### src/hdl/sed_pkg.sv
`timescale 1ns / 1ps
// Package for the Sobel edge detector: payload structs, command word, state codes.
// Used by every module of the block except sed_ram; depends on nothing.
package sed_pkg;

    localparam int MAX_WIDTH   = 1024;
    localparam int COL_W       = $clog2(MAX_WIDTH);
    localparam int ROW_W       = 12;
    localparam int WREG_W      = 11;
    localparam int HREG_W      = 13;
    localparam int CFG_W       = 13;
    localparam int MAX_HEIGHT  = 4096;
    localparam int QUEUE_DEPTH = 2;
    localparam int QUEUE_AW    = 1;

    localparam logic [WREG_W-1:0] WIDTH_RESET  = WREG_W'(640);
    localparam logic [HREG_W-1:0] HEIGHT_RESET = HREG_W'(480);

    localparam logic [15:0] COEF_R = 16'd19595;
    localparam logic [15:0] COEF_G = 16'd38470;
    localparam logic [15:0] COEF_B = 16'd7471;

    localparam logic       OP_PIXEL   = 1'b0;
    localparam logic       OP_FLUSH   = 1'b1;
    localparam logic [0:0] REG_WIDTH  = 1'b0;
    localparam logic [0:0] REG_HEIGHT = 1'b1;

    typedef struct packed {
        logic       opcode;
        logic [7:0] red;
        logic [7:0] green;
        logic [7:0] blue;
    } sed_in_t;

    typedef struct packed {
        logic [7:0]       edge_value;
        logic [COL_W-1:0] out_col;
        logic [ROW_W-1:0] out_row;
        logic             frame_last;
    } sed_out_t;

    typedef enum logic {
        CMD_PIXEL,
        CMD_DRAIN
    } cmd_kind_t;

    typedef struct packed {
        cmd_kind_t        kind;
        logic [7:0]       red;
        logic [7:0]       green;
        logic [7:0]       blue;
        logic [COL_W-1:0] col;
        logic [ROW_W-1:0] row;
        logic             emit_a;
        logic             use_sobel;
        logic             emit_b;
        logic             last;
    } sed_cmd_t;

    typedef enum logic [3:0] {
        BK_IDLE,
        BK_LUMA,
        BK_GRAD,
        BK_SQUARE,
        BK_SUM,
        BK_ROOT,
        BK_DRAIN,
        BK_EMIT_A,
        BK_EMIT_B,
        BK_EMIT_D
    } back_state_t;

endpackage

### src/hdl/sed_queue.sv
`timescale 1ns / 1ps
// Short command queue between the front end and the back end.
// Depends on sed_pkg.
module sed_queue (
    input  logic              aclk,
    input  logic              aresetn,
    input  logic              push,
    input  sed_pkg::sed_cmd_t push_data,
    output logic              full,
    input  logic              pop,
    output sed_pkg::sed_cmd_t head,
    output logic              empty
);

    sed_pkg::sed_cmd_t                entry_reg [sed_pkg::QUEUE_DEPTH];
    logic [sed_pkg::QUEUE_AW-1:0]     wptr_reg, wptr_next;
    logic [sed_pkg::QUEUE_AW-1:0]     rptr_reg, rptr_next;
    logic [sed_pkg::QUEUE_AW:0]       count_reg, count_next;

    assign full  = count_reg == (sed_pkg::QUEUE_AW+1)'(sed_pkg::QUEUE_DEPTH);
    assign empty = count_reg == '0;
    assign head  = entry_reg[rptr_reg];

    always_ff @(posedge aclk) begin
        if (!aresetn) begin
            wptr_reg  <= '0;
            rptr_reg  <= '0;
            count_reg <= '0;
        end else begin
            wptr_reg  <= wptr_next;
            rptr_reg  <= rptr_next;
            count_reg <= count_next;
        end
    end

    always_ff @(posedge aclk) begin
        if (push) begin
            entry_reg[wptr_reg] <= push_data;
        end
    end

    always_comb begin
        wptr_next  = push ? wptr_reg + sed_pkg::QUEUE_AW'(1) : wptr_reg;
        rptr_next  = pop ? rptr_reg + sed_pkg::QUEUE_AW'(1) : rptr_reg;
        count_next = count_reg;
        if (push && !pop) begin
            count_next = count_reg + (sed_pkg::QUEUE_AW+1)'(1);
        end else if (pop && !push) begin
            count_next = count_reg - (sed_pkg::QUEUE_AW+1)'(1);
        end
    end

    assert property (@(posedge aclk) disable iff (!aresetn)
        count_reg <= (sed_pkg::QUEUE_AW+1)'(sed_pkg::QUEUE_DEPTH))
        else $error("Queue count exceeds its depth.");

    assert property (@(posedge aclk) disable iff (!aresetn) push |-> !full)
        else $error("Word pushed into a full queue.");

    assert property (@(posedge aclk) disable iff (!aresetn) pop |-> !empty)
        else $error("Word popped from an empty queue.");

endmodule

### config.mk
export PLATFORM = sky130hd
export DESIGN_NAME = sed_queue
export DESIGN_NICKNAME = d
export VERILOG_FILES = /design/src/hdl/sed_pkg.sv /design/src/hdl/sed_queue.sv
export SDC_FILE = /design/constraint.sdc
export NUM_CORES = 1
export LEC_CHECK = 0
export BUFFER_PORTS_ARGS = -buffer_cell sky130_fd_sc_hd__buf_2
export CAP_MARGIN = 40
export CORE_UTILIZATION = 58
export CTS_BUF_LIST = sky130_fd_sc_hd__clkbuf_4 sky130_fd_sc_hd__clkbuf_8
export CTS_CLUSTER_DIAMETER = 80
export DETAILED_ROUTE_END_ITERATION = 10
export GPL_TIMING_DRIVEN = 0
export PLACE_DENSITY = 0.87
export REMOVE_ABC_BUFFERS = 1
export SLEW_MARGIN = 20
export SYNTH_ARGS = -nofsm -noshare
export SYNTH_HDL_FRONTEND = slang
export SYNTH_SLANG_ARGS = --single-unit
### constraint.sdc
create_clock -name aclk -period 8.4 [get_ports aclk]
set_clock_uncertainty 0.1 [all_clocks]
set_input_delay 2.1 -clock aclk [delete_from_list [all_inputs] [get_ports aclk]]
set_output_delay 2.1 -clock aclk [all_outputs]
set_load 0.01 [all_outputs]
==> results.cfg, run 1 <==
[floorplan]
fp.dieArea_mm2 = 0.00705
die_h_um = 84.0
coreArea_mm2 = 0.00642
start_util_pct = 60.7
die_x_um = 84.0
num_rows = 29
io_pins = 108

[synth]
syn_area_mm2 = 0.00390
synth_top_area_share_pct = 78.6
ys_ff_latch = 107
synth_area_leader_cell = edfxtp_1
synth.top_cells.by_area = edfxtp_1 79%, mux2_2 15%, dfxtp_1 2.6%, buf_4 0.96%, and2_1 0.64%
synth.avg_cell_area_um2 = 21.5
synth.yosys.seq_area_share_pct = 81.1
yosys_warnings = 0
yosys.cell_types.count = 17
syn_inst = 181

[layout]
fill_cells = 393
antennaDiodeCount = 0
largest_reg_flops = 102
final_util_pct = 74.0
fin_nets = 351
drive_above_1_share_pct = 59.7
areaGrowthSynthToFinish_pct = 21.8

[power_and_ir_drop]
p_per_area_mw_per_mm2 = 220
p_leak_nw = 1.80
clockPowerShare_pct = 28.8
p_sw_share_pct = 22.3
seq_power_share_pct = 60.4
ir_worst_vdd_mv = 0.141
p_sw_w = 0.000233
combPwrFrac_pct = 10.8
p_int_w = 0.000812

[global_routing]
met3_usage_pct = 6.33
antenna_found_initial = 0
grt_use_total_pct = 18.7
global_route.overflow_total = 0
grtUsageMet2_pct = 31.3
first_global_vias = 2104
grt_max_degree = 52
grt-busiest-layer = met2
grt.met1_usage_pct = 22.4
grt_pass1_wl_mm = 9.72

[placed_design]
port_buffers = 107
finalWeightedCongestion = 0.643
dp_hpwl_mm = 4.05

[route]
dr.pass1.iters = 8
wl_mm = 6.19
routedWlPerCell_um = 16.4
dr_total_vias = 1993
drcViolationCount = 19
avgViaCountPerCell = 5.29
drtIter0Drc = 72
ant_nets = 0

[timing]
slew_viol_final = 0
fmaxAchievable_mhz = 255
fin_setup_tns_ns = 0
hold_viol = 0
relSlewSlack_pct = 53.6
setup_violations = 0
layout_worst_path_cycle_share_pct = 46.6
rsz0062_at_grt = false
min_period_ns = 3.92
worstMarginPinSlew_ns = 0.696

[clocking]
cts_hold_buf = 0
cts_resized = 0
htreeDepth = 3
path_clk_slew_ns = 0.09
postCtsSetupBuffers = 0
root_buffer = clkbuf_8
clk_path_buf_depth = 2
cts_sinks = 107
cts_buffers = 9
cts_tree = built
clk_latency_ns = 0.34

[setup_path]
path_cells = mux2_2 -> buf_2
slowest_stage = dfxtp_4
r2r_slack_ns = 6.88
end_kind = primary output
start_kind = flip-flop
required_ns = 6.20
crit_fanout = 51
cp.arrival_ns = 1.72
crit_type = reg2out
critPathMaxStageDelay_ns = 0.79
critPathTopFamily = flip-flops
cp_num_buf_inv = 1

[status]
violations = design-rule violations
status = finished, violations left

[run]
cap_violations = 0

[hold_path]
hold_path_class = reg2reg
## metal layers
metal	up-vias	part of all wire (%)
met5	-	0
met4	0	0.57
met3	4	8.4
met2	86	50
met1	968	41
li1	935	-
## cells in the mapped netlist, drive strengths merged
cell type / n
edfxtp: 102
mux2: 51
buf: 6
dfxtp: 5
and2: 4
nor2b: 2
xor2: 2
a21boi: 1
and2b: 1
ha: 1
inv: 1
nor2: 1
o21a: 1
o21ai: 1
or3: 1
xnor2: 1
## tightest hold or removal path, cell delays in order (launching register included)
cell and delay, ns:
dfxtp_1 0.34, o21ai_0 0.08, a21boi_1 0.06
## layout by cell type (no fill, tap or decap)
| cell | count |
|---|---|
| nor2b_1 | 1 |
| clkinv_4 | 2 |
| clkinvlp_4 | 1 |
| and2_4 | 1 |
| bufinv_16 | 1 |
| nor2b_4 | 1 |
| buf_16 | 2 |
| dfxtp_4 | 1 |
| o21a_1 | 1 |
| xnor2_1 | 1 |
| buf_2 | 107 |
| and2_1 | 3 |
| a21boi_1 | 1 |
| clkinv_1 | 1 |
| dfxtp_1 | 4 |
| edfxtp_1 | 102 |
| clkinv_2 | 2 |
| o21ai_0 | 1 |
| xor2_1 | 2 |
| or3_1 | 1 |
| nor2_1 | 1 |
| clkbuf_8 | 9 |
| and2b_2 | 1 |
| ha_1 | 1 |
| inv_1 | 1 |
| mux2_2 | 51 |
## power groups by stage
stage               logic (W)  clock network, W  registers, W
floorplan           0.0000619                 0      0.000640
CTS                  0.000114          0.000308      0.000632
global placement     0.000107                 0      0.000644
finish               0.000113          0.000301      0.000631
global route         0.000122          0.000326      0.000635
detailed placement   0.000113                 0      0.000644
## final timing paths
path	startpoint	end	cells past startpoint
worst max-delay path	flip-flop	head[18]	2
worst min-delay path	count_reg[1]	count_reg[1]	2
worst max register to register	wptr_reg	entry_reg[1][13]	1
worst min register to register	count_reg[1]	count_reg[1]	2
## cells by family (layout without fill, tap and decap cells)
logic type | after synthesis | in the layout | synth area share (%)
XOR/XNOR | 3 | 3 | 0.674
AO/OA/AOI/OAI | 3 | 3 | 0.513
AND/OR/NAND/NOR | 9 | 9 | 1.44
multiplexers | 51 | 51 | 14.7
flip-flops | 107 | 107 | 81.1
adder cells (fa/ha/maj) | 1 | 1 | 0.321
buffers and inverters | 7 | 126 | 1.19
## final cells by class
type / count / area [um^2] / share of cell area, %
Timing Repair Buffer: 109 / 591 / 12.4
Sequential cell: 107 / 3170 / 66.7
Tap cell: 77 / 96.3 / 2.03
Clock inverter: 7 / 68.8 / 1.45
Inverter: 1 / 3.75 / 0.0790
Clock buffer: 9 / 124 / 2.61
Multi-Input combinational cell: 67 / 699 / 14.7
## metrics by stage
| stage | cells | area, um^2 | worst slack, ns | hold WS, ns | total power [W] |
|---|---|---|---|---|---|
| 6_report | 377 | 4750 | 4.48 | 0.422 | 0.00104 |
| 5_1_grt | 377 | 4750 | 4.38 | 0.474 | 0.00108 |
| 4_1_cts | 377 | 4750 | 4.45 | 0.425 | 0.00105 |
| 3_5_place_dp | 361 | 4560 | 4.85 | 0.405 | 0.000757 |
| 3_3_place_gp | 359 | 4490 | 2.10 | 0.382 | 0.000751 |
| 2_1_floorplan | 175 | 3860 | 3.44 | 0.366 | 0.000702 |
Note: power is estimated with default switching activity, not from simulation.
==> run 2: changes to the inputs <==
--- a/config.mk
+++ b/config.mk
@@ -7,12 +7,12 @@
 export LEC_CHECK = 0
 export BUFFER_PORTS_ARGS = -buffer_cell sky130_fd_sc_hd__buf_2
 export CAP_MARGIN = 40
-export CORE_UTILIZATION = 58
+export CORE_UTILIZATION = 48
 export CTS_BUF_LIST = sky130_fd_sc_hd__clkbuf_4 sky130_fd_sc_hd__clkbuf_8
 export CTS_CLUSTER_DIAMETER = 80
 export DETAILED_ROUTE_END_ITERATION = 10
 export GPL_TIMING_DRIVEN = 0
-export PLACE_DENSITY = 0.87
+export PLACE_DENSITY = 0.77
 export REMOVE_ABC_BUFFERS = 1
 export SLEW_MARGIN = 20
 export SYNTH_ARGS = -nofsm -noshare
==> constraint.sdc (replaced) <==
create_clock -name aclk -period 3.4 [get_ports aclk]
set_clock_uncertainty 0.1 [all_clocks]
set_input_delay 0.85 -clock aclk [delete_from_list [all_inputs] [get_ports aclk]]
set_output_delay 0.85 -clock aclk [all_outputs]
set_load 0.01 [all_outputs]
==> run 2 against run 1 <==
Against the previous run:
- the flow now finishes without violations
- flip-flop and latch count stayed put
- highest routed layer unchanged
- power rose by 140%
- largest cell class unchanged
- largest power group unchanged
- worst setup slack worse by 3.8 ns
==> results.cfg, run 2 (synthesized netlist as in run 1, its figures left out) <==
[setup_path]
crit_type = reg2out
crit_fanout = 51
reg2reg_from = wptr_reg
end_kind = primary output
start_kind = flip-flop
cp.arrival_ns = 1.72
required_ns = 2.45
r2r_slack_ns = 1.88

[layout]
areaGrowthSynthToFinish_pct = 22.1
most-common-layout-cells = 107 x buf_2, 102 x edfxtp_1, 51 x mux2_2, 9 x clkbuf_8, 4 x dfxtp_1
fin_nets = 351
final_common_cell = buf_2
largest_reg_flops = 102
fin_cells = 402
final_util_pct = 61.0
design_area_mm2 = 0.00476
antennaDiodeCount = 0
drive_above_1_share_pct = 60.0

[clocking]
path_clk_slew_ns = 0.09
postCtsSetupBuffers = 0
cts_sinks = 107
htreeDepth = 3
clk_path_buf_depth = 2
cts_resized = 0
cts_tree = built
clk_latency_ns = 0.35
root_buffer = clkbuf_8
cts_buffers = 9
cts_hold_buf = 0

[global_routing]
grt_pass1_wl_mm = 9.60
first_global_vias = 2067
grt_max_degree = 52
grt_use_total_pct = 15.3
global_route.overflow_total = 0
antenna_found_initial = 0

[placed_design]
dp_hpwl_mm = 3.84
port_buffers = 107
dp.cells = 386
placed_cell_area_mm2 = 0.00459
finalWeightedCongestion = 0.680

[route]
drtIter0Drc = 49
wl_mm = 6.04
routedWlPerCell_um = 15.0
avgViaCountPerCell = 4.96
drcViolationCount = 0
dr.pass1.iters = 4
dr_total_vias = 1994
ant_nets = 0

[status]
status = finished clean

[floorplan]
die_h_um = 92.1
io_pins = 108
die_x_um = 92.1
start_util_pct = 49.9
num_rows = 32
fp.dieArea_mm2 = 0.00849
coreArea_mm2 = 0.00781

[timing]
rsz0062_at_grt = false
fmaxAchievable_mhz = 375
setup_violations = 0
worstMarginPinSlew_ns = 0.715
hold_viol = 0
layout_worst_path_cycle_share_pct = 78.5
min_period_ns = 2.67
hold-worst-slack_ns = 0.413
slew_viol_final = 0
relSlewSlack_pct = 52.3

[run]
cap_violations = 0

[hold_path]
hold_path_class = reg2reg
hold_path_startpoint = count_reg[1]

[power_and_ir_drop]
p_per_area_mw_per_mm2 = 529
ir_worst_vdd_mv = 0.277
p_leak_nw = 1.78
## run 2: cell types whose count changed in the layout (fill, tap and decap cells not counted), sizes merged
cell,delta
bufinv,-1
clkbuf,+3
clkinv,-4
clkinvlp,+2
## run 2: final timing paths
kind | endpoint | depth (start not counted)
worst max register to register | entry_reg[1][49] | 1
worst min-delay path | count_reg[1] | 2
worst min register to register | count_reg[1] | 2
worst max-delay path | head[38] | 2
## run 2: layout make-up
type                    count  area (um^2)
flip-flops and latches    107         3170
fillers                   605         3050
multi-input cells          67          699
repair buffers            109          591
clock buffers              12          146
well taps                 102          128
clock inverters             4         27.5
inverters                   1         3.75
## run 2: metal layers
metal,up-vias,wire length [um],GRT usage [%]
met5,-,0,0
met1,987,2460,17.7
met3,11,351,4.39
li1,930,-,-
met4,0,111,7.55
met2,66,3120,26.2
## run 2: where the power goes
part,leakage (nW),internal (W),switching (W)
clock,0.0829,0.000290,0.000395
combinational,0.701,0.000149,0.000126
sequential,0.999,0.00152,0.0000396
total,1.78,0.00196,0.000561
## run 2: worst max-delay path, cell delays in order (launching register included)
cell and delay [ns]:
dfxtp_4 0.80, mux2_2 0.42, buf_2 0.14
## run 2: per-stage QoR
step	power [W]	TNS (ns)	setup slack [ns]
6_report	0.00252	0	0.731
3_3_place_gp	0.00186	-98.70	-1.78
2_1_floorplan	0.00173	-15.88	-0.307
3_5_place_dp	0.00187	0	1.07
4_1_cts	0.00256	0	0.665
5_1_grt	0.00263	0	0.594
==> run 3: changes to the inputs <==
--- a/config.mk
+++ b/config.mk
@@ -7,12 +7,12 @@
 export LEC_CHECK = 0
 export BUFFER_PORTS_ARGS = -buffer_cell sky130_fd_sc_hd__buf_2
 export CAP_MARGIN = 40
-export CORE_UTILIZATION = 48
+export CORE_UTILIZATION = 54
 export CTS_BUF_LIST = sky130_fd_sc_hd__clkbuf_4 sky130_fd_sc_hd__clkbuf_8
 export CTS_CLUSTER_DIAMETER = 80
 export DETAILED_ROUTE_END_ITERATION = 10
 export GPL_TIMING_DRIVEN = 0
-export PLACE_DENSITY = 0.77
+export PLACE_DENSITY = 0.82
 export REMOVE_ABC_BUFFERS = 1
 export SLEW_MARGIN = 20
 export SYNTH_ARGS = -nofsm -noshare
==> constraint.sdc (replaced) <==
create_clock -name aclk -period 2.6 [get_ports aclk]
set_clock_uncertainty 0.1 [all_clocks]
set_input_delay 0.65 -clock aclk [delete_from_list [all_inputs] [get_ports aclk]]
set_output_delay 0.65 -clock aclk [all_outputs]
set_load 0.01 [all_outputs]
==> run 3 against run 2 <==
Against the previous run:
- register-to-register slack got worse by 0.78 ns
- utilization increased by 8.1 points
- critical path depth unchanged
- clock-buffer cell count is 3 lower
- worst setup slack worse by 0.61 ns
- non-clock buffer count unchanged
==> results.cfg, run 3 (synthesized netlist as in run 1, its figures left out) <==
[timing]
layout_worst_path_cycle_share_pct = 95.5
worstMarginPinSlew_ns = 0.685
relSlewSlack_pct = 54.3
slew_viol_final = 0
min_period_ns = 2.48
hold-worst-slack_ns = 0.375
hold_viol = 0
rsz0062_at_grt = false
setup_violations = 0
fmaxAchievable_mhz = 403

[floorplan]
die_h_um = 87.0
coreArea_mm2 = 0.00687
die_x_um = 87.0
io_pins = 108
start_util_pct = 56.8
num_rows = 30
fp.dieArea_mm2 = 0.00756

[setup_path]
cp_num_buf_inv = 1
reg2reg_depth = 1
critPathMaxStageDelay_ns = 0.77
cp.arrival_ns = 1.73
start_kind = flip-flop
required_ns = 1.85
end_kind = primary output
path_cells = mux2_2 -> buf_2
critPathTopFamily = flip-flops
reg2reg_from = wptr_reg
crit_fanout = 51
crit_type = reg2out
slowest_stage = dfxtp_4
crit_cells = 2

[layout]
largest_reg_flops = 102
final_common_cell = buf_2
most-common-layout-cells = 107 x buf_2, 102 x edfxtp_1, 51 x mux2_2, 9 x clkbuf_8, 4 x dfxtp_1
drive_above_1_share_pct = 59.3
design_area_mm2 = 0.00475
fin_nets = 351
fill_cells = 491
antennaDiodeCount = 0
multi_input_area_um2 = 699
areaGrowthSynthToFinish_pct = 21.8
regArea_mm2 = 0.00317

[global_routing]
global_route.overflow_total = 0
grt_use_total_pct = 16.7
antenna_found_initial = 1
grt_pass1_wl_mm = 9.16
first_global_vias = 2012
grt_max_degree = 52

[clocking]
htreeDepth = 3
cts_resized = 0
postCtsSetupBuffers = 0
cts_sinks = 107
cts_buffers = 9
clk_path_buf_depth = 2
clk_latency_ns = 0.34
root_buffer = clkbuf_8
path_clk_slew_ns = 0.10
cts_hold_buf = 0
cts_tree = built

[status]
status = finished clean

[power_and_ir_drop]
p_per_area_mw_per_mm2 = 689
ir_worst_vdd_mv = 0.478
p_leak_nw = 1.79

[placed_design]
dp_hpwl_mm = 3.81
port_buffers = 107
finalWeightedCongestion = 0.653
placed_cell_area_mm2 = 0.00458

[route]
dr.pass1.iters = 4
routedWlPerCell_um = 15.2
wl_mm = 6.01
drtIter0Drc = 89
dr_total_vias = 1972
drcViolationCount = 0
ant_nets = 0
avgViaCountPerCell = 4.98

[hold_path]
hold_path_startpoint = push_data[17]
hold_path_class = in2reg
hold_depth = 1

[run]
cap_violations = 0
-- run 3: cell count changes in the layout (fill, tap and decap cells not counted), sizes merged --
| cell | previous run | this run |
|---|---|---|
| clkbuf | 12 | 9 |
| clkinv | 1 | 4 |
| clkinvlp | 3 | 1 |
| inv | 1 | 3 |
-- run 3: worst paths after layout --
path                                         end  slack [ns]
worst max-delay path                    head[31]        0.12
worst min-delay path            entry_reg[0][17]        0.37
worst max register to register  entry_reg[1][18]        1.10
worst min register to register      count_reg[1]        0.42
-- run 3: layout make-up --
| class | instances | share of cell area (%) |
|---|---|---|
| Sequential cell | 107 | 66.7 |
| Multi-Input combinational cell | 67 | 14.7 |
| Timing Repair Buffer | 109 | 12.4 |
| Clock buffer | 9 | 2.61 |
| Tap cell | 96 | 2.53 |
| Clock inverter | 7 | 0.896 |
| Inverter | 1 | 0.0791 |
-- run 3: per-layer routing --
metal | global-route usage (%) | up-vias | share of wire, %
met5 | 0 | - | 0.28
met4 | 6.21 | 2 | 1.2
met3 | 7.58 | 9 | 9.5
met2 | 28.0 | 89 | 49
met1 | 18.7 | 942 | 40
li1 | - | 930 | -
-- run 3: through the flow --
stage	worst slack, ns	util [%]	instances	total power, W	TNS [ns]
finish	0.116	69.1	396	0.00327	0
global route	0.0195	69.1	396	0.00339	0
CTS	0.0940	69.1	396	0.00330	0
detailed placement	0.487	66.7	380	0.00244	0
global placement	-2.30	65.7	378	0.00243	-181.77
floorplan	-0.907	-	175	0.00227	-47.08
-- run 3: where the power goes --
| group | total [W] | switching, W | internal (W) |
|---|---|---|---|
| Clock | 0.000869 | 0.000523 | 0.000346 |
| Combinational | 0.000362 | 0.000167 | 0.000195 |
| Sequential | 0.00204 | 0.0000524 | 0.00199 |
