==> config.mk <==
export PLATFORM = sky130hd
export DESIGN_NAME = sed_front
export DESIGN_NICKNAME = d
export VERILOG_FILES = /design/src/hdl/sed_pkg.sv /design/src/hdl/sed_front.sv
export SDC_FILE = /design/constraint.sdc
export NUM_CORES = 1
export LEC_CHECK = 0
export ABC_AREA = 1
export BUFFER_PORTS_ARGS = -buffer_cell sky130_fd_sc_hd__buf_2
export CAP_MARGIN = 20
export CORE_UTILIZATION = 50
export DETAILED_ROUTE_END_ITERATION = 7
export PLACE_DENSITY = 0.74
export SLEW_MARGIN = 20
export SYNTH_ARGS = -nofsm -noshare
export SYNTH_HDL_FRONTEND = slang
export SYNTH_SLANG_ARGS = --single-unit
==> constraint.sdc <==
create_clock -name aclk -period 4 [get_ports aclk]
set_input_delay 0 -clock aclk [delete_from_list [all_inputs] [get_ports aclk]]
set_output_delay 0 -clock aclk [all_outputs]
set_load 0.02 [all_outputs]
==> src/hdl/sed_pkg.sv <==
`timescale 1ns / 1ps
// Package for the Sobel edge detector: payload structs, command word, state codes.
// Used by every module of the block except sed_ram; depends on nothing.
package sed_pkg;

    localparam int MAX_WIDTH   = 1024;
    localparam int COL_W       = $clog2(MAX_WIDTH);
    localparam int ROW_W       = 12;
    localparam int WREG_W      = 11;
    localparam int HREG_W      = 13;
    localparam int CFG_W       = 13;
    localparam int MAX_HEIGHT  = 4096;
    localparam int QUEUE_DEPTH = 2;
    localparam int QUEUE_AW    = 1;

    localparam logic [WREG_W-1:0] WIDTH_RESET  = WREG_W'(640);
    localparam logic [HREG_W-1:0] HEIGHT_RESET = HREG_W'(480);

    localparam logic [15:0] COEF_R = 16'd19595;
    localparam logic [15:0] COEF_G = 16'd38470;
    localparam logic [15:0] COEF_B = 16'd7471;

    localparam logic       OP_PIXEL   = 1'b0;
    localparam logic       OP_FLUSH   = 1'b1;
    localparam logic [0:0] REG_WIDTH  = 1'b0;
    localparam logic [0:0] REG_HEIGHT = 1'b1;

    typedef struct packed {
        logic       opcode;
        logic [7:0] red;
        logic [7:0] green;
        logic [7:0] blue;
    } sed_in_t;

    typedef struct packed {
        logic [7:0]       edge_value;
        logic [COL_W-1:0] out_col;
        logic [ROW_W-1:0] out_row;
        logic             frame_last;
    } sed_out_t;

    typedef enum logic {
        CMD_PIXEL,
        CMD_DRAIN
    } cmd_kind_t;

    typedef struct packed {
        cmd_kind_t        kind;
        logic [7:0]       red;
        logic [7:0]       green;
        logic [7:0]       blue;
        logic [COL_W-1:0] col;
        logic [ROW_W-1:0] row;
        logic             emit_a;
        logic             use_sobel;
        logic             emit_b;
        logic             last;
    } sed_cmd_t;

    typedef enum logic [3:0] {
        BK_IDLE,
        BK_LUMA,
        BK_GRAD,
        BK_SQUARE,
        BK_SUM,
        BK_ROOT,
        BK_DRAIN,
        BK_EMIT_A,
        BK_EMIT_B,
        BK_EMIT_D
    } back_state_t;

endpackage

==> src/hdl/sed_front.sv <==
`timescale 1ns / 1ps
// Front end: geometry registers, raster position tracking and command classification.
// Depends on sed_pkg.
module sed_front (
    input  logic                         aclk,
    input  logic                         aresetn,
    input  logic                         cfg_we,
    input  logic [0:0]                   cfg_index,
    input  logic [sed_pkg::CFG_W-1:0]    cfg_wdata,
    input  logic                         s_valid,
    output logic                         s_ready,
    input  sed_pkg::sed_in_t             s_data,
    input  logic                         q_full,
    output logic                         q_push,
    output sed_pkg::sed_cmd_t            q_data
);

    logic [sed_pkg::WREG_W-1:0] width_reg, width_next;
    logic [sed_pkg::HREG_W-1:0] height_reg, height_next;
    logic [sed_pkg::COL_W-1:0]  col_reg, col_next;
    logic [sed_pkg::ROW_W-1:0]  row_reg, row_next;
    logic [sed_pkg::COL_W-1:0]  dcol_reg, dcol_next;
    logic                       draining_reg, draining_next;
    logic [sed_pkg::WREG_W-1:0] eff_w;
    logic [sed_pkg::HREG_W-1:0] eff_h;
    logic                       col_last, row_last, dcol_last;

    always_ff @(posedge aclk) begin
        if (!aresetn) begin
            width_reg    <= sed_pkg::WIDTH_RESET;
            height_reg   <= sed_pkg::HEIGHT_RESET;
            col_reg      <= '0;
            row_reg      <= '0;
            dcol_reg     <= '0;
            draining_reg <= 1'b0;
        end else begin
            width_reg    <= width_next;
            height_reg   <= height_next;
            col_reg      <= col_next;
            row_reg      <= row_next;
            dcol_reg     <= dcol_next;
            draining_reg <= draining_next;
        end
    end

    always_comb begin
        if (width_reg == '0) begin
            eff_w = sed_pkg::WREG_W'(1);
        end else if (width_reg > sed_pkg::WREG_W'(sed_pkg::MAX_WIDTH)) begin
            eff_w = sed_pkg::WREG_W'(sed_pkg::MAX_WIDTH);
        end else begin
            eff_w = width_reg;
        end
        if (height_reg == '0) begin
            eff_h = sed_pkg::HREG_W'(1);
        end else if (height_reg > sed_pkg::HREG_W'(sed_pkg::MAX_HEIGHT)) begin
            eff_h = sed_pkg::HREG_W'(sed_pkg::MAX_HEIGHT);
        end else begin
            eff_h = height_reg;
        end
    end

    assign col_last  = ({1'b0, col_reg} + sed_pkg::WREG_W'(1)) >= eff_w;
    assign dcol_last = ({1'b0, dcol_reg} + sed_pkg::WREG_W'(1)) >= eff_w;
    assign row_last  = ({1'b0, row_reg} + sed_pkg::HREG_W'(1)) >= eff_h;
    assign s_ready   = !q_full;

    always_comb begin
        width_next    = width_reg;
        height_next   = height_reg;
        col_next      = col_reg;
        row_next      = row_reg;
        dcol_next     = dcol_reg;
        draining_next = draining_reg;
        q_push        = 1'b0;
        q_data        = '0;
        q_data.red    = s_data.red;
        q_data.green  = s_data.green;
        q_data.blue   = s_data.blue;
        if (cfg_we) begin
            if (cfg_index == sed_pkg::REG_WIDTH) begin
                width_next = cfg_wdata[sed_pkg::WREG_W-1:0];
            end else begin
                height_next = cfg_wdata[sed_pkg::HREG_W-1:0];
            end
            col_next      = '0;
            row_next      = '0;
            dcol_next     = '0;
            draining_next = 1'b0;
        end else if (s_valid && s_ready) begin
            if (s_data.opcode == sed_pkg::OP_FLUSH) begin
                if (draining_reg) begin
                    q_push       = 1'b1;
                    q_data.kind  = sed_pkg::CMD_DRAIN;
                    q_data.col   = dcol_reg;
                    q_data.row   = sed_pkg::ROW_W'(eff_h - sed_pkg::HREG_W'(1));
                    q_data.last  = dcol_last;
                    if (dcol_last) begin
                        draining_next = 1'b0;
                        dcol_next     = '0;
                    end else begin
                        dcol_next = dcol_reg + sed_pkg::COL_W'(1);
                    end
                end
            end else if (!draining_reg) begin
                q_push           = 1'b1;
                q_data.kind      = sed_pkg::CMD_PIXEL;
                q_data.col       = col_reg;
                q_data.row       = row_reg;
                q_data.emit_a    = (row_reg != '0) && (col_reg != '0);
                q_data.use_sobel = (row_reg > sed_pkg::ROW_W'(1)) &&
                                   (col_reg > sed_pkg::COL_W'(1));
                q_data.emit_b    = (row_reg != '0) && col_last;
                if (col_last) begin
                    col_next = '0;
                    if (row_last) begin
                        row_next      = '0;
                        draining_next = 1'b1;
                        dcol_next     = '0;
                    end else begin
                        row_next = row_reg + sed_pkg::ROW_W'(1);
                    end
                end else begin
                    col_next = col_reg + sed_pkg::COL_W'(1);
                end
            end
        end
    end

endmodule

==> qor.yml, run 1 <==
power_and_ir_drop:
  irDropWorstVdd_mv: 0.153
  p_per_area_nw_per_um2: 275
  p_leak_uw: 0.00266
grt:
  antenna_found_initial: 0
  grt_max_degree: 26
  grt_pass1_vias: 4380
  overflow: 0
  track_usage_pct: 26.5
  grt_pass1_wl_um: 20800
placement:
  hpwl_um: 9860
  numPortBuffers: 48
  gp_congestion: 0.919
  dp_cells: 876
  place_ws_ns: 0.821
clocking:
  cts.clk_slew.worst_paths_ns: 0.07
  cts_sinks: 57
  numCtsBuffers: 9
  ctsRootBufferMaster: "clkbuf_8"
  cts_tree: "yes"
  cts_setup_buffers: 0
  ctsHtreeMaxLevel: 3
  clk_path_buf_depth: 2
  worst_skew_pair.late_latency_ns: 0.34
floorplan:
  chipWidth_um: 99.4
  die_h_um: 99.4
  initial_utilization_pct: 51.6
  core_area_sq_um: 9200
  die_area_sq_um: 9890
  rows: 35
  ios: 97
setup_path:
  cp_slowest_cell: "dfxtp_1"
  cp_top_family: "simple AND/OR/NAND/NOR gates"
  startpoint_type: "flop"
  crit_type: "reg -> reg"
  crit_arrival_ns: 3.48
  endpoint_kind: "flop"
  cpPeakStageDelay_ns: 0.43
  critPathRequiredTime_ns: 4.26
  cp_common_cell: "nand2_1"
  path_cells: "nand3_1 > nor2_1 > nand2_1 > nor3_1 > nand3_1 > xor2_1 > ha_1 > nand2_1 > nor2_2 > nand2_1 > nor3_2 > o21ai_1 > nand2_2 > nand2_2 > nor2_2 > nand2_1 > a21oi_1"
  worst-path-buf-inv: 0
  cp_max_fo: 13
route:
  vias: 4788
  post-route-drc-count: 0
  wl_per_cell_um: 13.9
  ant_nets: 0
  wirelength_um: 12600
  routed_via_density: 5.29
  drtIter0Drc: 345
  firstDrtPassIters: 5
worst_hold_path:
  holdCritPathClass: "in -> out"
run:
  maxCapViolations: 0
layout:
  final_cells: 905
  drive_gt1_share_pct: 10.6
  nets: 879
  final_cell_mix: "204 x nand2_1, 104 x inv_1, 97 x nor2_1"
  nFillCells: 900
  insertedDiodeCount: 0
  syn_to_final_growth_pct: 9.81
  largest_reg_flops: 13
  layout_commonest_cell: "nand2_1"
sta:
  maxSlewViolCount: 0
  worstMarginPinSlew_ns: 0.769
  fmax_mhz: 311
  layout_worst_path_cycle_share_pct: 80.5
  skew_ns: 0.00955
  rsz0062_at_grt: "false"
  slew_headroom_pct: 48.6
  worst_slack_ns: 0.781
  period_minus_slack_ns: 3.22
  setup_viol: 0
  hold_violations: 0
  tns_ns: 0
yosys:
  synth.distinct_cells: 36
  syn_inst: 757
  synth.yosys.seq_area_share_pct: 24.0
  yosysWarnings: 0
  syn_nets: 847
  synthArstFlopShare_pct: 0
  synth_seq_cells: 57
  synth_area_sq_um: 4750
  syn_avg_cell_area_sq_um: 6.27
  synth_edf_count: 0
  ys.flop_type: "dfxtp_1"
status:
  status: "completed"
[cell families (layout without fill, tap and decap cells)]
family / count (synthesis) / in the layout / share of synthesized area (%)
xor+xnor: 17 / 17 / 3.14
buf+inv: 146 / 183 / 14.1
fa+ha+maj: 46 / 46 / 12.1
compound gates: 111 / 111 / 12.4
flops: 57 / 57 / 24.0
simple gates: 380 / 380 / 34.2
[worst reg2reg max path: stages, from the launching register on]
cell	delay (ns)
dfxtp_1	0.43
nand3_1	0.16
nor2_1	0.11
nand2_1	0.09
nor3_1	0.26
nand3_1	0.13
xor2_1	0.18
ha_1	0.29
nand2_1	0.07
nor2_2	0.10
nand2_1	0.08
nor3_2	0.12
o21ai_1	0.13
nand2_2	0.13
nand2_2	0.17
nor2_2	0.42
nand2_1	0.10
a21oi_1	0.16
[layout make-up]
type | instances | area, sq um | area share [%]
clock inverter | 4 | 76.3 | 1.46
multi-input combinational | 554 | 2940 | 56.4
tap | 111 | 139 | 2.67
sequential | 57 | 1140 | 21.9
clock buffer | 12 | 145 | 2.79
timing repair buffer | 62 | 378 | 7.25
inverter | 105 | 394 | 7.56
[final timing paths]
kind | endpoint | slack (ns) | startpoint | depth (start not counted)
worst max-delay path | row_reg[6]$_SDFFE_PP0P_ | 0.78 | col_reg[2]$_SDFFE_PP0P_ | 17
worst min-delay path | q_data[43] | 0.000008 | s_data[17] | 0
worst max register to register | row_reg[6]$_SDFFE_PP0P_ | 0.78 | col_reg[2]$_SDFFE_PP0P_ | 17
worst min register to register | height_reg[0]$_SDFFE_PN0P_ | 0.48 | height_reg[0]$_SDFFE_PN0P_ | 2
[cell usage after synthesis, types with 2 or more instances]
cell,instances,area share [%]
a21o_1,2,0.32
buf_2,2,0.21
nor4_1,3,0.40
dfxtp_1,57,24
nand3_1,32,3.4
o22ai_1,13,1.7
nand2_2,4,0.53
o211ai_1,2,0.32
xnor2_1,3,0.55
ha_1,46,12
clkbuf_1,11,0.87
nand2_1,204,16
a21oi_1,43,4.5
nor2_2,7,0.92
nand4_1,13,1.7
nor3_2,5,1.1
o21ai_0,47,5.0
nor3_1,6,0.63
nand3_2,2,0.42
inv_1,104,8.2
buf_4,25,4.0
nor2_1,97,7.7
buf_6,3,0.71
xor2_1,14,2.6
[through the flow]
| step | cell area, sq um | hold slack [ns] | power, uW | util [%] |
|---|---|---|---|---|
| final | 5210 | 0.00000776 | 1430 | 56.7 |
| after global routing | 5210 | 0.0000292 | 1490 | 56.7 |
| after CTS | 5210 | 0.000137 | 1430 | 56.7 |
| after detailed placement | 4860 | 0.000137 | 807 | 52.8 |
| after global placement | 4860 | 0.000137 | 803 | 52.8 |
| after floorplan | 4750 | 0.0798 | 787 | - |
[metal layers]
metal	routed length [um]	global-route usage, %	part of all wire, %
met2	5620	42.0	45
met1	5890	37.0	47
met5	0	0	0
met4	174	7.81	1.4
met3	867	4.43	6.9
[what timing repair did]
| action | 4_1_cts | 5_1_grt |
|---|---|---|
| gates resized for setup | 0 | 0 |
| hold endpoints to repair | 23 | 0 |
| hold buffers | 13 | 0 |
[power breakdown]
part           switching, uW  internal [uW]  leakage, uW
clock                    257            370     0.000107
combinational            136           71.2      0.00209
sequential              15.3            584     0.000464
total                    408           1030      0.00266
No activity file was read; power rests on OpenSTA's default activity.
==> inputs of run 2 (changes only) <==
--- a/config.mk
+++ b/config.mk
@@ -5,7 +5,7 @@
 export SDC_FILE = /design/constraint.sdc
 export NUM_CORES = 1
 export LEC_CHECK = 0
-export ABC_AREA = 1
+export ABC_AREA = 0
 export BUFFER_PORTS_ARGS = -buffer_cell sky130_fd_sc_hd__buf_2
 export CAP_MARGIN = 20
 export CORE_UTILIZATION = 50
==> constraint.sdc (replaced) <==
create_clock -name aclk -period 3.2 [get_ports aclk]
set_input_delay 0 -clock aclk [delete_from_list [all_inputs] [get_ports aclk]]
set_output_delay 0 -clock aclk [all_outputs]
set_load 0.02 [all_outputs]
==> qor.yml, run 2 <==
route:
  vias: 4685
  post-route-drc-count: 6
  drtIter0Drc: 260
  wl_per_cell_um: 16.9
  ant_nets: 0
  routed_via_density: 6.04
  firstDrtPassIters: 8
  wirelength_um: 13100
clocking:
  cts_tree: "yes"
  cts_sinks: 57
  ctsHtreeMaxLevel: 3
  ctsRootBufferMaster: "clkbuf_8"
  numCtsBuffers: 9
  worst_skew_pair.late_latency_ns: 0.34
  clk_path_buf_depth: 2
  cts.clk_slew.worst_paths_ns: 0.06
floorplan:
  initial_utilization_pct: 52.4
  rows: 34
  die_h_um: 98.5
  ios: 97
  chipWidth_um: 98.5
  die_area_sq_um: 9710
  core_area_sq_um: 8890
grt:
  antenna_found_initial: 0
  track_usage_pct: 27.0
  grt_pass1_vias: 4363
  overflow: 0
  grt_max_degree: 47
  grt_pass1_wl_um: 21100
yosys:
  synth_seq_cells: 57
  syn_inst: 631
  synth.distinct_cells: 52
  synthTopCellsByCount: "115 x nand2_1, 57 x dfxtp_1, 46 x ha_1"
  syn_nets: 721
  synthArstFlopShare_pct: 0
  synth_top_area_cell: "dfxtp_1"
  yosysWarnings: 0
  synth.yosys.seq_area_share_pct: 24.5
  ys.flop_type: "dfxtp_1"
  synth_edf_count: 0
  syn_avg_cell_area_sq_um: 7.38
  synth_area_sq_um: 4660
  synth_top_area_share_pct: 24.5
  synth_area_leaders: "dfxtp_1 24%, ha_1 12%, nand2_1 9.3%, nand3_1 4.8%, buf_4 3.9%"
  synth.most_common_cell: "nand2_1"
setup_path:
  path_cells: "or4_4 > or4_4 > nor2_4 > nor2_1 > nor2_2 > inv_2 > ha_4 > nor2b_1 > o21ai_2 > or2_4 > a21boi_1 > xor2_1 > o21ai_1 > buf_4"
  crit_arrival_ns: 3.10
  endpoint_kind: "primary output"
  crit_type: "reg -> out"
  r2r_cells: 12
  cp_slowest_cell: "or4_4"
  critPathRequiredTime_ns: 3.20
  cpPeakStageDelay_ns: 0.53
  startpoint_type: "flop"
  cp_max_fo: 6
  cp_common_cell: "or4_4"
sta:
  worst_slack_ns: 0.101
  layout_worst_path_cycle_share_pct: 96.9
  fin_hold_ws_ns: 0.00000775
  period_minus_slack_ns: 3.10
  skew_ns: 0.0118
  hold_violations: 0
  slew_headroom_pct: 43.1
  setup_viol: 0
  tns_ns: 0
  worstMarginPinSlew_ns: 0.846
  maxSlewViolCount: 0
  fmax_mhz: 323
  rsz0062_at_grt: "true"
run:
  maxCapViolations: 0
worst_hold_path:
  holdCritPathClass: "in -> out"
  holdPathStages: 0
layout:
  syn_to_final_growth_pct: 15.0
  drive_gt1_share_pct: 18.3
  nFillCells: 792
  layout_commonest_cell: "nand2_1"
  final_cell_mix: "114 x nand2_1, 54 x dfxtp_1, 47 x buf_2"
  largest_reg_flops: 13
  nets: 753
  insertedDiodeCount: 0
power_and_ir_drop:
  p_leak_uw: 0.00231
  p_per_area_nw_per_um2: 314
  irDropWorstVdd_mv: 0.288
placement:
  hpwl_um: 9370
  place_ws_ns: 0.0588
  numPortBuffers: 48
  gp_congestion: 0.907
status:
  violations: "DRC"
  status: "complete, but fails checks"
## run 2: worst paths after layout
kind | to | startpoint | slack, ns
max | q_data[14] | height_reg[5]$_SDFFE_PN1P_ | 0.10
min | q_data[49] | s_data[23] | 0.000008
max reg2reg | draining_reg$_SDFFE_PP0P_ | height_reg[5]$_SDFFE_PN1P_ | 0.11
min reg2reg | width_reg[5]$_SDFFE_PN0P_ | width_reg[5]$_SDFFE_PN0P_ | 0.49
## run 2: layer usage
| layer | wire length (um) | up-vias | GRT usage [%] |
|---|---|---|---|
| li1 | - | 2289 | - |
| met1 | 5940 | 2200 | 34.9 |
| met2 | 6150 | 165 | 45.8 |
| met3 | 742 | 31 | 4.04 |
| met4 | 258 | 0 | 9.64 |
| met5 | 0 | - | 0 |
## run 2: logic make-up after synthesis
group,synth area share [%]
and+or+nand+nor,28.6
AOI/OAI and AO/OA,19.8
buffers and inverters,8.89
DFF,24.5
adders and majority gates,12.4
xor gates and xnor gates,5.64
muxes,0.215
## run 2: repair_timing
action                                  in CTS  in global routing
hold endpoints to repair                    25                  0
gates resized for setup                      3                 30
endpoints found under the setup margin       2                 28
hold buffers                                14                  0
pin swaps                                    0                  3
setup buffers                                0                  2
## run 2: area by class of cell
cell class | instances | area (sq um) | share of cell area (%)
Multi-Input combinational cell | 490 | 3220 | 60.1
Sequential cell | 57 | 1150 | 21.4
Timing Repair Buffer | 87 | 578 | 10.8
Clock buffer | 15 | 206 | 3.85
Tap cell | 108 | 135 | 2.52
Inverter | 18 | 67.6 | 1.26
Clock inverter | 1 | 5.00 | 0.0934
## run 2: critical path, delay by kind of cell, from the launching register on
kind,cells,cell delay (ns)
flip-flops,1,0.32
XOR/XNOR,1,0.15
buffers and inverters,2,0.22
adder cells (fa/ha/maj),1,0.18
AO/OA/AOI/OAI,3,0.27
AND/OR/NAND/NOR,7,1.63
## run 2: per-stage QoR
stage	std cells	area [sq um]	utilization, %	total power (uW)
after detailed placement	744	4870	54.8	965
after floorplan	631	4660	-	940
after global placement	744	4870	54.8	958
after global routing	776	5360	60.3	1740
final	776	5360	60.3	1680
after CTS	774	5230	58.9	1660
## run 2: report_power, final
group          leakage, uW  switching (uW)  total, uW  internal, uW
clock             0.000112             288        696           407
combinational      0.00173             144        243          99.0
sequential        0.000464            17.9        743           725
total              0.00231             450       1680          1230
==> inputs of run 3 (changes only) <==
--- a/config.mk
+++ b/config.mk
@@ -11,6 +11,7 @@
 export CORE_UTILIZATION = 50
 export DETAILED_ROUTE_END_ITERATION = 7
 export PLACE_DENSITY = 0.74
+export SETUP_SLACK_MARGIN = 0.3
 export SLEW_MARGIN = 20
 export SYNTH_ARGS = -nofsm -noshare
 export SYNTH_HDL_FRONTEND = slang
==> qor.yml, run 3 (same netlist as run 2, synthesis figures left out) <==
status:
  status: "complete, but fails checks"
  violations: "DRC, setup timing"
sta:
  period_minus_slack_ns: 3.29
  fin_hold_ws_ns: 0.00000778
  rsz0062_at_grt: "true"
  skew_ns: 0.0185
  maxSlewViolCount: 0
  layout_worst_path_cycle_share_pct: 103
  worstMarginPinSlew_ns: 0.708
  slew_headroom_pct: 52.8
  worst_slack_ns: -0.0874
  fmax_mhz: 304
  setup_viol: 2
  hold_violations: 0
layout:
  final_cells: 792
  nFillCells: 783
  syn_to_final_growth_pct: 19.7
  nets: 769
  final_cell_mix: "114 x nand2_1, 48 x dfxtp_1, 42 x nand3_1, 42 x ha_1, 41 x buf_2"
  largest_reg_flops: 13
  drive_gt1_share_pct: 22.8
  layout_commonest_cell: "nand2_1"
  seqCellArea_sq_um: 1150
  fin_area_sq_um: 5580
  multi_input_area_sq_um: 3300
  postLayoutCoreUtil_pct: 62.7
  insertedDiodeCount: 0
worst_hold_path:
  holdCritPathClass: "in -> out"
  holdPathEnd: "q_data[33]"
  hold_start: "s_data[7]"
  holdPathStages: 0
route:
  wl_per_cell_um: 17.3
  firstDrtPassIters: 8
  drtIter0Drc: 362
  wirelength_um: 13700
  post-route-drc-count: 4
  routed_via_density: 6.14
  ant_nets: 0
  vias: 4864
clocking:
  numCtsBuffers: 9
  cts_sinks: 57
  ctsHtreeMaxLevel: 3
  worst_skew_pair.late_latency_ns: 0.34
  cts.clk_slew.worst_paths_ns: 0.07
  cts_tree: "yes"
  ctsRootBufferMaster: "clkbuf_8"
  clk_path_buf_depth: 2
setup_path:
  crit_type: "reg -> reg"
  cpPeakStageDelay_ns: 0.52
  r2r-start: "height_reg[8]$_SDFFE_PN1P_"
  endpoint_kind: "flop"
  crit_arrival_ns: 3.53
  critPathRequiredTime_ns: 3.44
  r2r-end: "draining_reg$_SDFFE_PP0P_"
  r2r_cells: 14
  startpoint_type: "flop"
  cp_max_fo: 6
  cp_slowest_cell: "or4_4"
  rrSetupSlack_ns: -0.09
  path_cells: "or4_4 > or4_4 > nor2_4 > nor2_2 > nor2_2 > buf_4 > ha_4 > and3_1 > nand4_1 > a31oi_2 > nor3_2 > buf_6 > or4_1 > a21oi_1"
floorplan:
  die_area_sq_um: 9710
  core_area_sq_um: 8890
  rows: 34
  ios: 97
  initial_utilization_pct: 52.4
  die_h_um: 98.5
  chipWidth_um: 98.5
grt:
  antenna_found_initial: 0
  overflow: 0
  grt_max_degree: 47
  track_usage_pct: 27.6
  grt_pass1_vias: 4559
  grt_pass1_wl_um: 21500
placement:
  post_dp_cell_area_sq_um: 4890
  numPortBuffers: 48
  gp_congestion: 0.995
  hpwl_um: 9560
  dp_cells: 743
  place_ws_ns: 0.0524
run:
  maxCapViolations: 0
power_and_ir_drop:
  irDropWorstVdd_mv: 0.282
  p_per_area_nw_per_um2: 293
  p_leak_uw: 0.00241
-- run 3: cell count changes in the layout (fill, tap and decap cells not counted), moves of 4 or more --
cell / before / now
buf_4: 24 / 38
o21ai_0: 33 / 22
buf_6: 2 / 10
o21ai_1: 2 / 10
buf_2: 47 / 41
dfxtp_1: 54 / 48
dfxtp_2: 2 / 8
clkbuf_8: 15 / 11
-- run 3: worst max path at each step --
stage | startpoint | depth (start not counted) | endpoint | slack (ns)
after global routing | height_reg[8]$_SDFFE_PN1P_ | 14 | draining_reg$_SDFFE_PP0P_ | -0.15
after floorplan | height_reg[8]$_SDFFE_PN1P_ | 13 | row_reg[4]$_SDFFE_PP0P_ | 0.27
after CTS | height_reg[8]$_SDFFE_PN1P_ | 12 | draining_reg$_SDFFE_PP0P_ | 0.04
final | height_reg[8]$_SDFFE_PN1P_ | 14 | draining_reg$_SDFFE_PP0P_ | -0.09
after global placement | height_reg[8]$_SDFFE_PN1P_ | 12 | draining_reg$_SDFFE_PP0P_ | 0.11
after detailed placement | height_reg[8]$_SDFFE_PN1P_ | 12 | draining_reg$_SDFFE_PP0P_ | 0.05
-- run 3: through the flow --
stage,total power [uW],setup TNS (ns)
4_1_cts,1610,0
6_report,1630,-0.124
3_5_place_dp,965,0
2_1_floorplan,942,0
5_1_grt,1700,-1.82
3_3_place_gp,958,0
-- run 3: cell type report --
class,count,share of cell area [%]
multi-input combinational,490,59.2
timing repair buffer,103,13.3
tap,108,2.42
inverter,18,1.21
clock inverter,3,0.269
sequential,57,20.7
clock buffer,13,2.85
-- run 3: what timing repair did --
action,CTS,global route
gates resized for setup,29,44
pin swaps,20,29
hold endpoints to repair,25,0
hold buffers,14,0
gates cloned,0,0
setup buffers,14,5
endpoints found under the setup margin,32,36
-- run 3: per-layer routing --
layer  vias up  wire (um)  track usage, %
met3        42       1070            5.04
met5         -          0               0
met1      2251       5840            35.2
li1       2331          -               -
met2       240       6500            46.8
met4         0        324            9.87
-- run 3: worst max-delay path, delay by kind of cell (launching register included) --
kind,cells,cell delay [ns]
buffers and inverters,2,0.28
flip-flops,1,0.32
adder cells (fa/ha/maj),1,0.12
AO/OA/AOI/OAI,2,0.38
AND/OR/NAND/NOR,9,2.10
-- run 3: where the power goes --
| part | switching (uW) | total, uW | leakage [uW] | internal (uW) |
|---|---|---|---|---|
| clock | 298 | 618 | 0.0000932 | 320 |
| combinational | 153 | 270 | 0.00185 | 117 |
| sequential | 19.9 | 745 | 0.000467 | 725 |
